$ cat config.mk
export PLATFORM = sky130hd
export DESIGN_NAME = nss_queue
export DESIGN_NICKNAME = d
export VERILOG_FILES = /design/src/design/nss_pkg.sv /design/src/design/nss_queue.sv
export SDC_FILE = /design/constraint.sdc
export NUM_CORES = 1
export LEC_CHECK = 0
export BUFFER_PORTS_ARGS = -buffer_cell sky130_fd_sc_hd__buf_4
export CAP_MARGIN = 5
export CORE_MARGIN = 2
export CORE_UTILIZATION = 47
export CTS_CLUSTER_SIZE = 25
export DETAILED_ROUTE_END_ITERATION = 8
export PLACE_DENSITY = 0.76
export RECOVER_POWER = 25
export SLEW_MARGIN = 20
export SYNTH_ARGS = -nofsm -noshare
export SYNTH_HDL_FRONTEND = slang
export SYNTH_SLANG_ARGS = --single-unit
$ cat constraint.sdc
create_clock -name clk -period 7.3 [get_ports clk]
set_input_delay 1.46 -clock clk [delete_from_list [all_inputs] [get_ports clk]]
set_output_delay 1.46 -clock clk [all_outputs]
set_load 0.03 [all_outputs]
$ cat src/design/nss_pkg.sv
`timescale 1ns / 1ps
`default_nettype none
package nss_pkg;

  localparam int MAX_SEGMENTS = 64;
  localparam int IDX_W   = 6;
  localparam int CNT_W   = 7;
  localparam int COORD_W = 16;
  localparam int DIFF_W  = 17;
  localparam int MUL_W   = 19;
  localparam int PROD_W  = 2 * MUL_W;
  localparam int DOT_W   = 35;
  localparam int SQ_W    = 34;
  localparam int CRS_W   = 35;
  localparam int LO_W    = 18;
  localparam int NUM_W   = 70;
  localparam int QUO_W   = 36;
  localparam int ROOT_W  = QUO_W / 2;
  localparam int REM_W   = ROOT_W + 3;
  localparam int RAD_W   = 17;
  localparam int DIST_W  = 17;
  localparam int ENT_W   = 6 * COORD_W;
  localparam int MUL_STEPS  = 27;
  localparam int DIV_STEPS  = QUO_W;
  localparam int SQRT_STEPS = ROOT_W;
  localparam logic [DIST_W-1:0] DIST_MAX = '1;

  typedef enum logic {
    OP_WRITE,
    OP_SEARCH
  } op_t;

  typedef struct packed {
    op_t                        op;
    logic [IDX_W-1:0]           seg_index;
    logic signed [COORD_W-1:0]  p_x;
    logic signed [COORD_W-1:0]  p_y;
    logic signed [COORD_W-1:0]  p_z;
    logic signed [COORD_W-1:0]  e_x;
    logic signed [COORD_W-1:0]  e_y;
    logic signed [COORD_W-1:0]  e_z;
    logic                       excl_en;
    logic [IDX_W-1:0]           excl_idx;
    logic [RAD_W-1:0]           radius;
  } item_t;

  typedef struct packed {
    logic full;
    logic empty;
  } q_stat_t;

  typedef enum logic [3:0] {
    BK_IDLE,
    BK_NEXT,
    BK_FETCH,
    BK_LOAD,
    BK_MUL,
    BK_ACC,
    BK_DEC,
    BK_DIV,
    BK_SQRT,
    BK_CMP,
    BK_DONE
  } bk_state_t;

endpackage
`default_nettype wire

$ cat src/design/nss_queue.sv
`timescale 1ns / 1ps
`default_nettype none
module nss_queue
  import nss_pkg::*;
(
  input  wire logic  clk,
  input  wire logic  rst_n,
  input  wire logic  push,
  input  wire item_t push_item,
  input  wire logic  pop,
  output item_t      pop_item,
  output q_stat_t    q_stat
);

  item_t      slot_r [2];
  logic       wr_ptr_r, rd_ptr_r;
  logic [1:0] fill_r;

  always_comb begin
    q_stat.full  = fill_r == 2'd2;
    q_stat.empty = fill_r == 2'd0;
    pop_item     = slot_r[rd_ptr_r];
  end

  always_ff @(posedge clk) begin
    if (!rst_n) begin
      wr_ptr_r <= 1'b0;
      rd_ptr_r <= 1'b0;
      fill_r   <= 2'd0;
    end else begin
      if (push) begin
        wr_ptr_r <= !wr_ptr_r;
      end
      if (pop) begin
        rd_ptr_r <= !rd_ptr_r;
      end
      fill_r <= fill_r + {1'b0, push} - {1'b0, pop};
    end
  end

  always_ff @(posedge clk) begin
    if (push) begin
      slot_r[wr_ptr_r] <= push_item;
    end
  end

endmodule
`default_nettype wire

==> impl_metrics.csv, run 1 <==
group,metric,value,unit
synthesis,synthCells,416,
setup_path,cpPeakStageDelay,650,ps
setup_path,timing.critical_path.slowest_stage_cell,"buf_4",
power,ir_worst_vdd,0.0001821,V
detailed_routing,first_pass_iters,5,
floorplan,io_pins,260,
global_routing,grt_max_degree,88,
sta,rsz0062_at_grt,"no",
detailed_routing,wirelength,17920,um
detailed_routing,drc,0,
floorplan,dieWidth,146.1,um
synthesis,synth.avg_cell_area,22.83,sq um
detailed_routing,viasPerCell,4.930,
setup_path,cp.required,5840,ps
synthesis,ys_types,14,
floorplan,rows,51,
power,total_power,3438,uW
sta,relSlewSlack,33.05,%
clocking,cts_tree,"yes",
setup_path,path_class,"reg2out",
setup_path,arrival,2400,ps
global_routing,grt_pass1_vias,5098,
power,powerDensity,275.9,mW/mm^2
cells_and_area,syn_to_final_growth,31.24,%
synthesis,ys_seq_area_share,81.37,%
clocking,cts_buffer_depth,3,
detailed_routing,vias,4826,
synthesis,syn_area,0.009497,sq mm
clocking,cts_made_buffers,26,
setup_path,cp-start-kind,"register",
sta,finalSetupViolCount,0,
cells_and_area,finalNetCount,827,
run_status,run_status,"finished clean",
synthesis,syn_nets,549,
cells_and_area,utilization,63.41,%
clocking,clockRootBuffer,"clkbuf_16",
global_routing,grt-ovfl-total,0,
sta,fin_crit,3855,ps
global_routing,grt_pass1_wl,27360,um
cells_and_area,layout.cells.non_filler,979,
cells_and_area,n_fill_cell,1397,
sta,period_share,52.81,%
cells_and_area,final_cell_mix,"edfxtp_1, buf_4, mux2_2",
sta,setup_tns,0,ps
synthesis,yosys_warnings,0,
detailed_routing,wl_per_cell,18.30,um
floorplan,die_y,146.1,um
setup_path,critical_path.max_fanout,41,
power,p_leak,0.004684,uW
floorplan,start_util,48.32,%
clocking,ctsHoldBuffers,0,
cells_and_area,final_common_cell,"edfxtp_1",
global_routing,grt_use_total,16.08,%
cells_and_area,stdcell_area,0.01246,sq mm
setup_path,cp-end-kind,"output port",
sta,hold_viol,0,
clocking,clock_sinks,259,
synthesis,ys_seq_elements,259,
clocking,cts_setup_buffers,0,
placed_design,dp_hpwl,11850,um
clocking,htree_levels,1,
placed_design,place_inst,930,
sta,finalMaxSlewViolations,0,
floorplan,dieArea,0.02136,sq mm
clocking,cts-resized-gates,0,
detailed_routing,drtAntennaViolNets,0,
placed_design,numPortBuffers,259,
setup_path,cp_common_cell,"buf_4",
cells_and_area,antennaDiodeCount,0,
sta,skew,11.19,ps
placed_design,gp_congestion,0.7303,
cells_and_area,drive_gt1_share,58.26,%
hold_path,hold_path.class,"reg2reg",
clocking,worstSkewPairLatency,500,ps
clocking,path_clk_slew,60,ps
placed_design,placed_area,0.01172,sq mm
job,max_cap_viol_count,0,
floorplan,coreArea,0.01965,sq mm
setup_path,worstPathCellList,"buf_4 -> mux2_2 -> buf_4",
detailed_routing,drt_iter0_markers,218,
sta,worst_slew_pin_slew,1004,ps
sta,max_freq,259.4,MHz
global_routing,antenna_found_initial,0,
[Yosys cell counts, drive strengths merged]
cell type	count	share of area, %
inv	2	0.079
ha	2	0.26
buf	14	1.1
and2	4	0.26
nor2b	4	0.26
xor2	1	0.092
edfxtp	254	80
dfxtp	5	1.1
o21a	1	0.079
xnor3	1	0.24
mux2	127	16
nor2	1	0.039
[registers in the layout, indices dropped and copies added (netlist names), named ones only]
signal,cells
fill_r,2
slot_r,254
rd_ptr_r,1
wr_ptr_r,1
[logic make-up after synthesis]
kind of cell / after synthesis / synth area share, %
adders and majority gates: 2 / 0.2635
buffers and inverters: 16 / 1.146
AOI/OAI and AO/OA: 1 / 0.07908
muxes: 127 / 16.25
xor gates and xnor gates: 2 / 0.3294
DFF: 259 / 81.37
and+or+nand+nor: 9 / 0.5664
[metal layers]
| metal | global-route usage (%) | wire [um] | up-vias |
|---|---|---|---|
| met5 | 0 | 0 | - |
| met4 | 3.641 | 234 | 0 |
| met3 | 4.625 | 1392 | 22 |
| met2 | 28.61 | 9274 | 195 |
| met1 | 19.58 | 7018 | 2400 |
| li1 | - | - | 2209 |
[path summary, 6_finish.rpt]
path,start,endpoint,slack [ps],cells after the start
hold / removal,rd_ptr_r,register,580,2
setup / recovery,register,pop_item[33],3440,3
setup reg to reg,wr_ptr_r,slot_r[1][3],4910,2
hold reg to reg,rd_ptr_r,register,580,2
[power by group]
group	total, uW	switching, uW	internal, uW
combinational	519	291	227
clock	1170	499	674
sequential	1750	25.3	1720
total	3440	815	2620
[metrics by stage]
step | hold slack [ps] | setup slack (ps)
finish | 577.5 | 3445
global route | 620.5 | 3314
CTS | 582.1 | 2801
detailed placement | 571.3 | 3350
global placement | 557.6 | 3381
floorplan | 554.6 | 2072
[layout make-up]
class	count	area (sq um)	share of cell area (%)
Tap cell	265	331.6	2.660
Clock buffer	35	705.7	5.662
Timing Repair Buffer	264	1961	15.73
Inverter	2	7.507	0.06023
Clock inverter	13	56.30	0.4518
Multi-Input combinational cell	141	1670	13.40
Sequential cell	259	7731	62.03
[critical path, delay by kind of cell (launching register included)]
kind,cells,cell delay (ps)
buffers and inverters,2,820
flip-flops,1,620
multiplexers,1,420
Note: power is estimated with default switching activity, not from simulation.
==> inputs of run 2 (changes only) <==
==> constraint.sdc (replaced) <==
create_clock -name clk -period 3.1 [get_ports clk]
set_input_delay 0.62 -clock clk [delete_from_list [all_inputs] [get_ports clk]]
set_output_delay 0.62 -clock clk [all_outputs]
set_load 0.03 [all_outputs]
==> run 2 against run 1 <==
  * Flip-flop and latch count unchanged
  * Clock skew is 3.2 ps lower
  * Count of clock-buffer cells in the layout down 2
  * Design area grew 0.31%
  * Utilization grew 0.20 points
  * Clock power increased by 140%
  * Hold slack lost 280 ps
  * Critical path depth unchanged
  * Register-to-register slack worse by 3500 ps
  * Highest routed layer unchanged
==> impl_metrics.csv, run 2 (same netlist as run 1, synthesis figures left out) <==
group,metric,value,unit
floorplan,start_util,48.32,%
global_routing,grt_use_total,16.12,%
global_routing,grt_pass1_wl,27410,um
clocking,clock_sinks,259,
power,powerDensity,648.1,mW/mm^2
setup_path,cp-end-kind,"output port",
detailed_routing,wl_per_cell,18.46,um
clocking,htree_levels,1,
sta,setup_tns,0,ps
clocking,clockRootBuffer,"clkbuf_16",
sta,worst_slew_pin_slew,638.1,ps
cells_and_area,utilization,63.61,%
clocking,cts_buffer_depth,3,
sta,relSlewSlack,57.46,%
placed_design,gp_congestion,0.7376,
clocking,cts_made_buffers,26,
clocking,cts_tree,"yes",
job,max_cap_viol_count,0,
power,ir_worst_vdd,0.0003963,V
sta,skew,8.003,ps
cells_and_area,top_regs,"slot_r (254), fill_r (2)",
global_routing,grt_max_degree,83,
power,swShare,23.82,%
clocking,ctsHoldBuffers,0,
placed_design,dp_hpwl,12240,um
setup_path,cp-start-kind,"register",
power,p_int,6173,uW
cells_and_area,drive_gt1_share,58.40,%
detailed_routing,vias,4835,
cells_and_area,n_fill_cell,1392,
sta,fin_crit,2494,ps
floorplan,dieWidth,146.1,um
hold_path,hold_path.class,"in2reg",
sta,period_share,80.45,%
global_routing,antenna_found_initial,0,
detailed_routing,drt_iter0_markers,189,
floorplan,coreArea,0.01965,sq mm
floorplan,rows,51,
detailed_routing,drtAntennaViolNets,0,
placed_design,numPortBuffers,259,
sta,finalSetupViolCount,0,
setup_path,path_class,"reg2out",
clocking,worstSkewPairLatency,510,ps
cells_and_area,layout.cells.non_filler,979,
run_status,run_status,"finished clean",
power,p_leak,0.004694,uW
floorplan,die_y,146.1,um
detailed_routing,first_pass_iters,4,
power,pwr-share-comb,15.3,%
sta,max_freq,401.0,MHz
power,clkPwrFrac,34.1,%
floorplan,io_pins,260,
cells_and_area,top_register,"slot_r",
clocking,cts_setup_buffers,0,
power,p_sw,1930,uW
cells_and_area,antennaDiodeCount,0,
cells_and_area,largest_reg_flops,254,
setup_path,arrival,1870,ps
sta,rsz0062_at_grt,"no",
power,seq_power_share,50.6,%
cells_and_area,finalNetCount,828,
setup_path,critical_path.max_fanout,68,
global_routing,grt-ovfl-total,0,
sta,holdWs,294.8,ps
cells_and_area,final_common_cell,"edfxtp_1",
sta,finalMaxSlewViolations,0,
global_routing,grt_pass1_vias,5241,
sta,hold_viol,0,
clocking,cts-resized-gates,0,
floorplan,dieArea,0.02136,sq mm
clocking,path_clk_slew,60,ps
detailed_routing,drc,0,
detailed_routing,wirelength,18080,um
cells_and_area,syn_to_final_growth,31.65,%
cells_and_area,final_cell_mix,"edfxtp_1, buf_4, mux2_2",
placed_design,place_inst,932,
detailed_routing,viasPerCell,4.939,
setup_path,cp.required,2480,ps
## run 2: cell count changes in the layout (fill, tap and decap cells not counted), sizes merged
cell / delta
clkinvlp: +1
clkbuf: -6
buf: +5
## run 2: worst paths after layout
path                 startpoint       endpoint  slack, ps  depth (start not counted)
setup / recovery       register   pop_item[22]        610                          3
hold reg to reg        rd_ptr_r       register        580                          2
setup reg to reg       wr_ptr_r  slot_r[1][93]       1420                          2
hold / removal    push_item[48]  slot_r[1][48]        290                          1
## run 2: layout make-up
class | count | area, sq um | area share [%]
tap | 265 | 331.6 | 2.652
inverter | 2 | 7.507 | 0.06005
sequential | 259 | 7731 | 61.84
multi-input combinational | 141 | 1670 | 13.36
timing repair buffer | 265 | 2002 | 16.01
clock buffer | 33 | 698.2 | 5.584
clock inverter | 14 | 61.31 | 0.4904
## run 2: power by group through the flow
| stage | clock network (uW) | registers, uW | logic, uW |
|---|---|---|---|
| CTS | 2850 | 4100 | 1260 |
| floorplan | 0 | 4160 | 771 |
| finish | 2770 | 4100 | 1240 |
| global route | 2990 | 4110 | 1300 |
| detailed placement | 0 | 4170 | 1260 |
| global placement | 0 | 4160 | 1230 |
## run 2: through the flow
step	setup WS, ps	instance area, sq um	total power, uW
final	606.0	12500	8102
after global routing	528.6	12500	8408
after CTS	570.1	12540	8213
after detailed placement	1089	11780	5432
after global placement	1164	11780	5397
after floorplan	128.1	9505	4933
## run 2: worst max-delay path: stages (launching register included)
cell and delay (ps):
dfxtp_4 380, buf_12 360, mux2_2 400, buf_4 170
## run 2: layer usage
layer  up-vias  wire length, um  global-route usage [%]
met5         -                0                       0
met4         0              459                   5.146
met3        39             1484                   5.313
met2       193             9231                   28.51
met1      2390             6900                   18.63
li1       2213                -                       -
==> inputs of run 3 (changes only) <==
--- a/config.mk
+++ b/config.mk
@@ -8,10 +8,10 @@
 export BUFFER_PORTS_ARGS = -buffer_cell sky130_fd_sc_hd__buf_4
 export CAP_MARGIN = 5
 export CORE_MARGIN = 2
-export CORE_UTILIZATION = 47
+export CORE_UTILIZATION = 52
 export CTS_CLUSTER_SIZE = 25
 export DETAILED_ROUTE_END_ITERATION = 8
-export PLACE_DENSITY = 0.76
+export PLACE_DENSITY = 0.79
 export RECOVER_POWER = 25
 export SLEW_MARGIN = 20
 export SYNTH_ARGS = -nofsm -noshare
==> constraint.sdc (replaced) <==
create_clock -name clk -period 2.5 [get_ports clk]
set_input_delay 0.5 -clock clk [delete_from_list [all_inputs] [get_ports clk]]
set_output_delay 0.5 -clock clk [all_outputs]
set_load 0.03 [all_outputs]
==> run 3 against run 2 <==
  * Hold slack got worse by 120 ps
  * Non-clock buffer count is 2 higher
  * Sequential share of layout area shrank 0.39 points
  * Flip-flop and latch count did not move
  * First-iteration DRC count up 16%
  * Clock skew is 5.4 ps higher
  * Utilization grew 6.4 points
  * Power rose by 27%
  * Largest power group unchanged
==> impl_metrics.csv, run 3 (same netlist as run 1, synthesis figures left out) <==
group,metric,value,unit
sta,skew,13.36,ps
cells_and_area,layout.cells.non_filler,945,
cells_and_area,drive_gt1_share,59.22,%
cells_and_area,antennaDiodeCount,0,
setup_path,arrival,1800,ps
cells_and_area,top_regs,"slot_r (254), fill_r (2)",
clocking,cts_buffer_depth,3,
hold_path,holdPathStages,1,
cells_and_area,top_register,"slot_r",
setup_path,cp.required,2000,ps
placed_design,gp_congestion,0.7967,
detailed_routing,drc,0,
global_routing,grt_max_degree,89,
detailed_routing,wirelength,18550,um
global_routing,grt_use_total,18.41,%
run_status,run_status,"finished clean",
detailed_routing,drtAntennaViolNets,0,
setup_path,path_delay_family,"buffers and inverters",
detailed_routing,viasPerCell,5.142,
floorplan,rows,49,
clocking,clock_sinks,259,
setup_path,cp-start-kind,"register",
power,ir_worst_vdd,0.0005944,V
clocking,path_clk_slew,60,ps
floorplan,io_pins,260,
cells_and_area,syn_to_final_growth,32.49,%
sta,fin_crit,2301,ps
placed_design,dp_hpwl,12190,um
setup_path,reg2reg_depth,2,
sta,rsz0062_at_grt,"no",
detailed_routing,first_pass_iters,5,
setup_path,critical_path.max_fanout,44,
global_routing,grt-ovfl-total,0,
setup_path,worstPathCellList,"clkbuf_16 -> mux2_2 -> buf_4",
sta,worst_slew_pin_slew,668.4,ps
hold_path,hold_path.class,"in2reg",
placed_design,place_inst,897,
sta,finalSetupViolCount,0,
clocking,htree_levels,1,
floorplan,die_y,139.1,um
floorplan,coreArea,0.01796,sq mm
floorplan,dieArea,0.01936,sq mm
clocking,cts_tree,"yes",
sta,hold_viol,0,
global_routing,grt_pass1_vias,5261,
clocking,ctsHoldBuffers,0,
setup_path,timing.critical_path.buf_inv,2,
global_routing,met3_usage,4.627,%
setup_path,path_class,"reg2out",
power,powerDensity,815.8,mW/mm^2
global_routing,antenna_found_initial,0,
sta,relSlewSlack,55.44,%
cells_and_area,final_common_cell,"edfxtp_1",
placed_design,numPortBuffers,259,
placed_design,placed_area,0.01177,sq mm
global_routing,grt_pass1_wl,28000,um
setup_path,timing.critical_path.slowest_stage_cell,"dfxtp_4",
cells_and_area,final_cell_mix,"edfxtp_1, buf_4, mux2_2",
global_routing,met2_usage,31.63,%
floorplan,dieWidth,139.1,um
setup_path,cpPeakStageDelay,400,ps
detailed_routing,wl_per_cell,19.62,um
setup_path,crit_cells,3,
job,max_cap_viol_count,0,
floorplan,start_util,52.87,%
sta,finalMaxSlewViolations,0,
sta,period_share,92.04,%
clocking,worstSkewPairLatency,520,ps
detailed_routing,vias,4859,
cells_and_area,stdcell_area,0.01258,sq mm
setup_path,cp-end-kind,"output port",
cells_and_area,largest_reg_flops,254,
clocking,clockRootBuffer,"clkbuf_16",
power,p_leak,0.004757,uW
global_routing,grtUsageMet1,23.15,%
cells_and_area,finalNetCount,830,
cells_and_area,utilization,70.04,%
global_routing,busiest_layer,"met2",
sta,max_freq,434.6,MHz
clocking,cts_made_buffers,26,
detailed_routing,drt_iter0_markers,220,
-- run 3: power breakdown --
| part | switching, uW | internal [uW] |
|---|---|---|
| clock | 1470 | 2150 |
| combinational | 873 | 688 |
| sequential | 61.9 | 5020 |
| total | 2400 | 7860 |
-- run 3: routing by layer --
| layer | routed length [um] | vias to the layer above |
|---|---|---|
| met5 | 0 | - |
| met4 | 572 | 0 |
| met1 | 7171 | 2394 |
| met2 | 9370 | 204 |
| met3 | 1430 | 44 |
| li1 | - | 2217 |
-- run 3: through the flow --
| stage | setup WS [ps] | setup TNS [ps] | hold slack (ps) | power [uW] |
|---|---|---|---|---|
| 2_1_floorplan | -351.9 | -47450 | 554.6 | 6117 |
| 3_3_place_gp | 603.3 | 0 | 569.6 | 6700 |
| 3_5_place_dp | 585.9 | 0 | 587.9 | 6748 |
| 4_1_cts | 35.40 | 0 | 148.6 | 10380 |
| 5_1_grt | 128.5 | 0 | 162.5 | 10600 |
| 6_report | 199.1 | 0 | 178.7 | 10260 |
-- run 3: worst paths after layout --
path                                       end  slack (ps)           start
worst max-delay path              pop_item[49]         200        register
worst min register to register        rd_ptr_r         590        rd_ptr_r
worst max register to register   slot_r[1][27]         980        wr_ptr_r
worst min-delay path            slot_r[0][108]         180  push_item[108]
-- run 3: final cells by class --
cell class,count,area (sq um)
fill,1152,5381
inverter,2,7.507
clock inverter,11,72.57
multi-input combinational,141,1670
clock buffer,36,739.5
sequential,259,7731
timing repair buffer,267,2074
tap,229,286.5
-- run 3: repair_timing --
action	CTS	global route
endpoints found under the setup margin	0	13
gates resized for setup	0	1
setup buffers	0	0
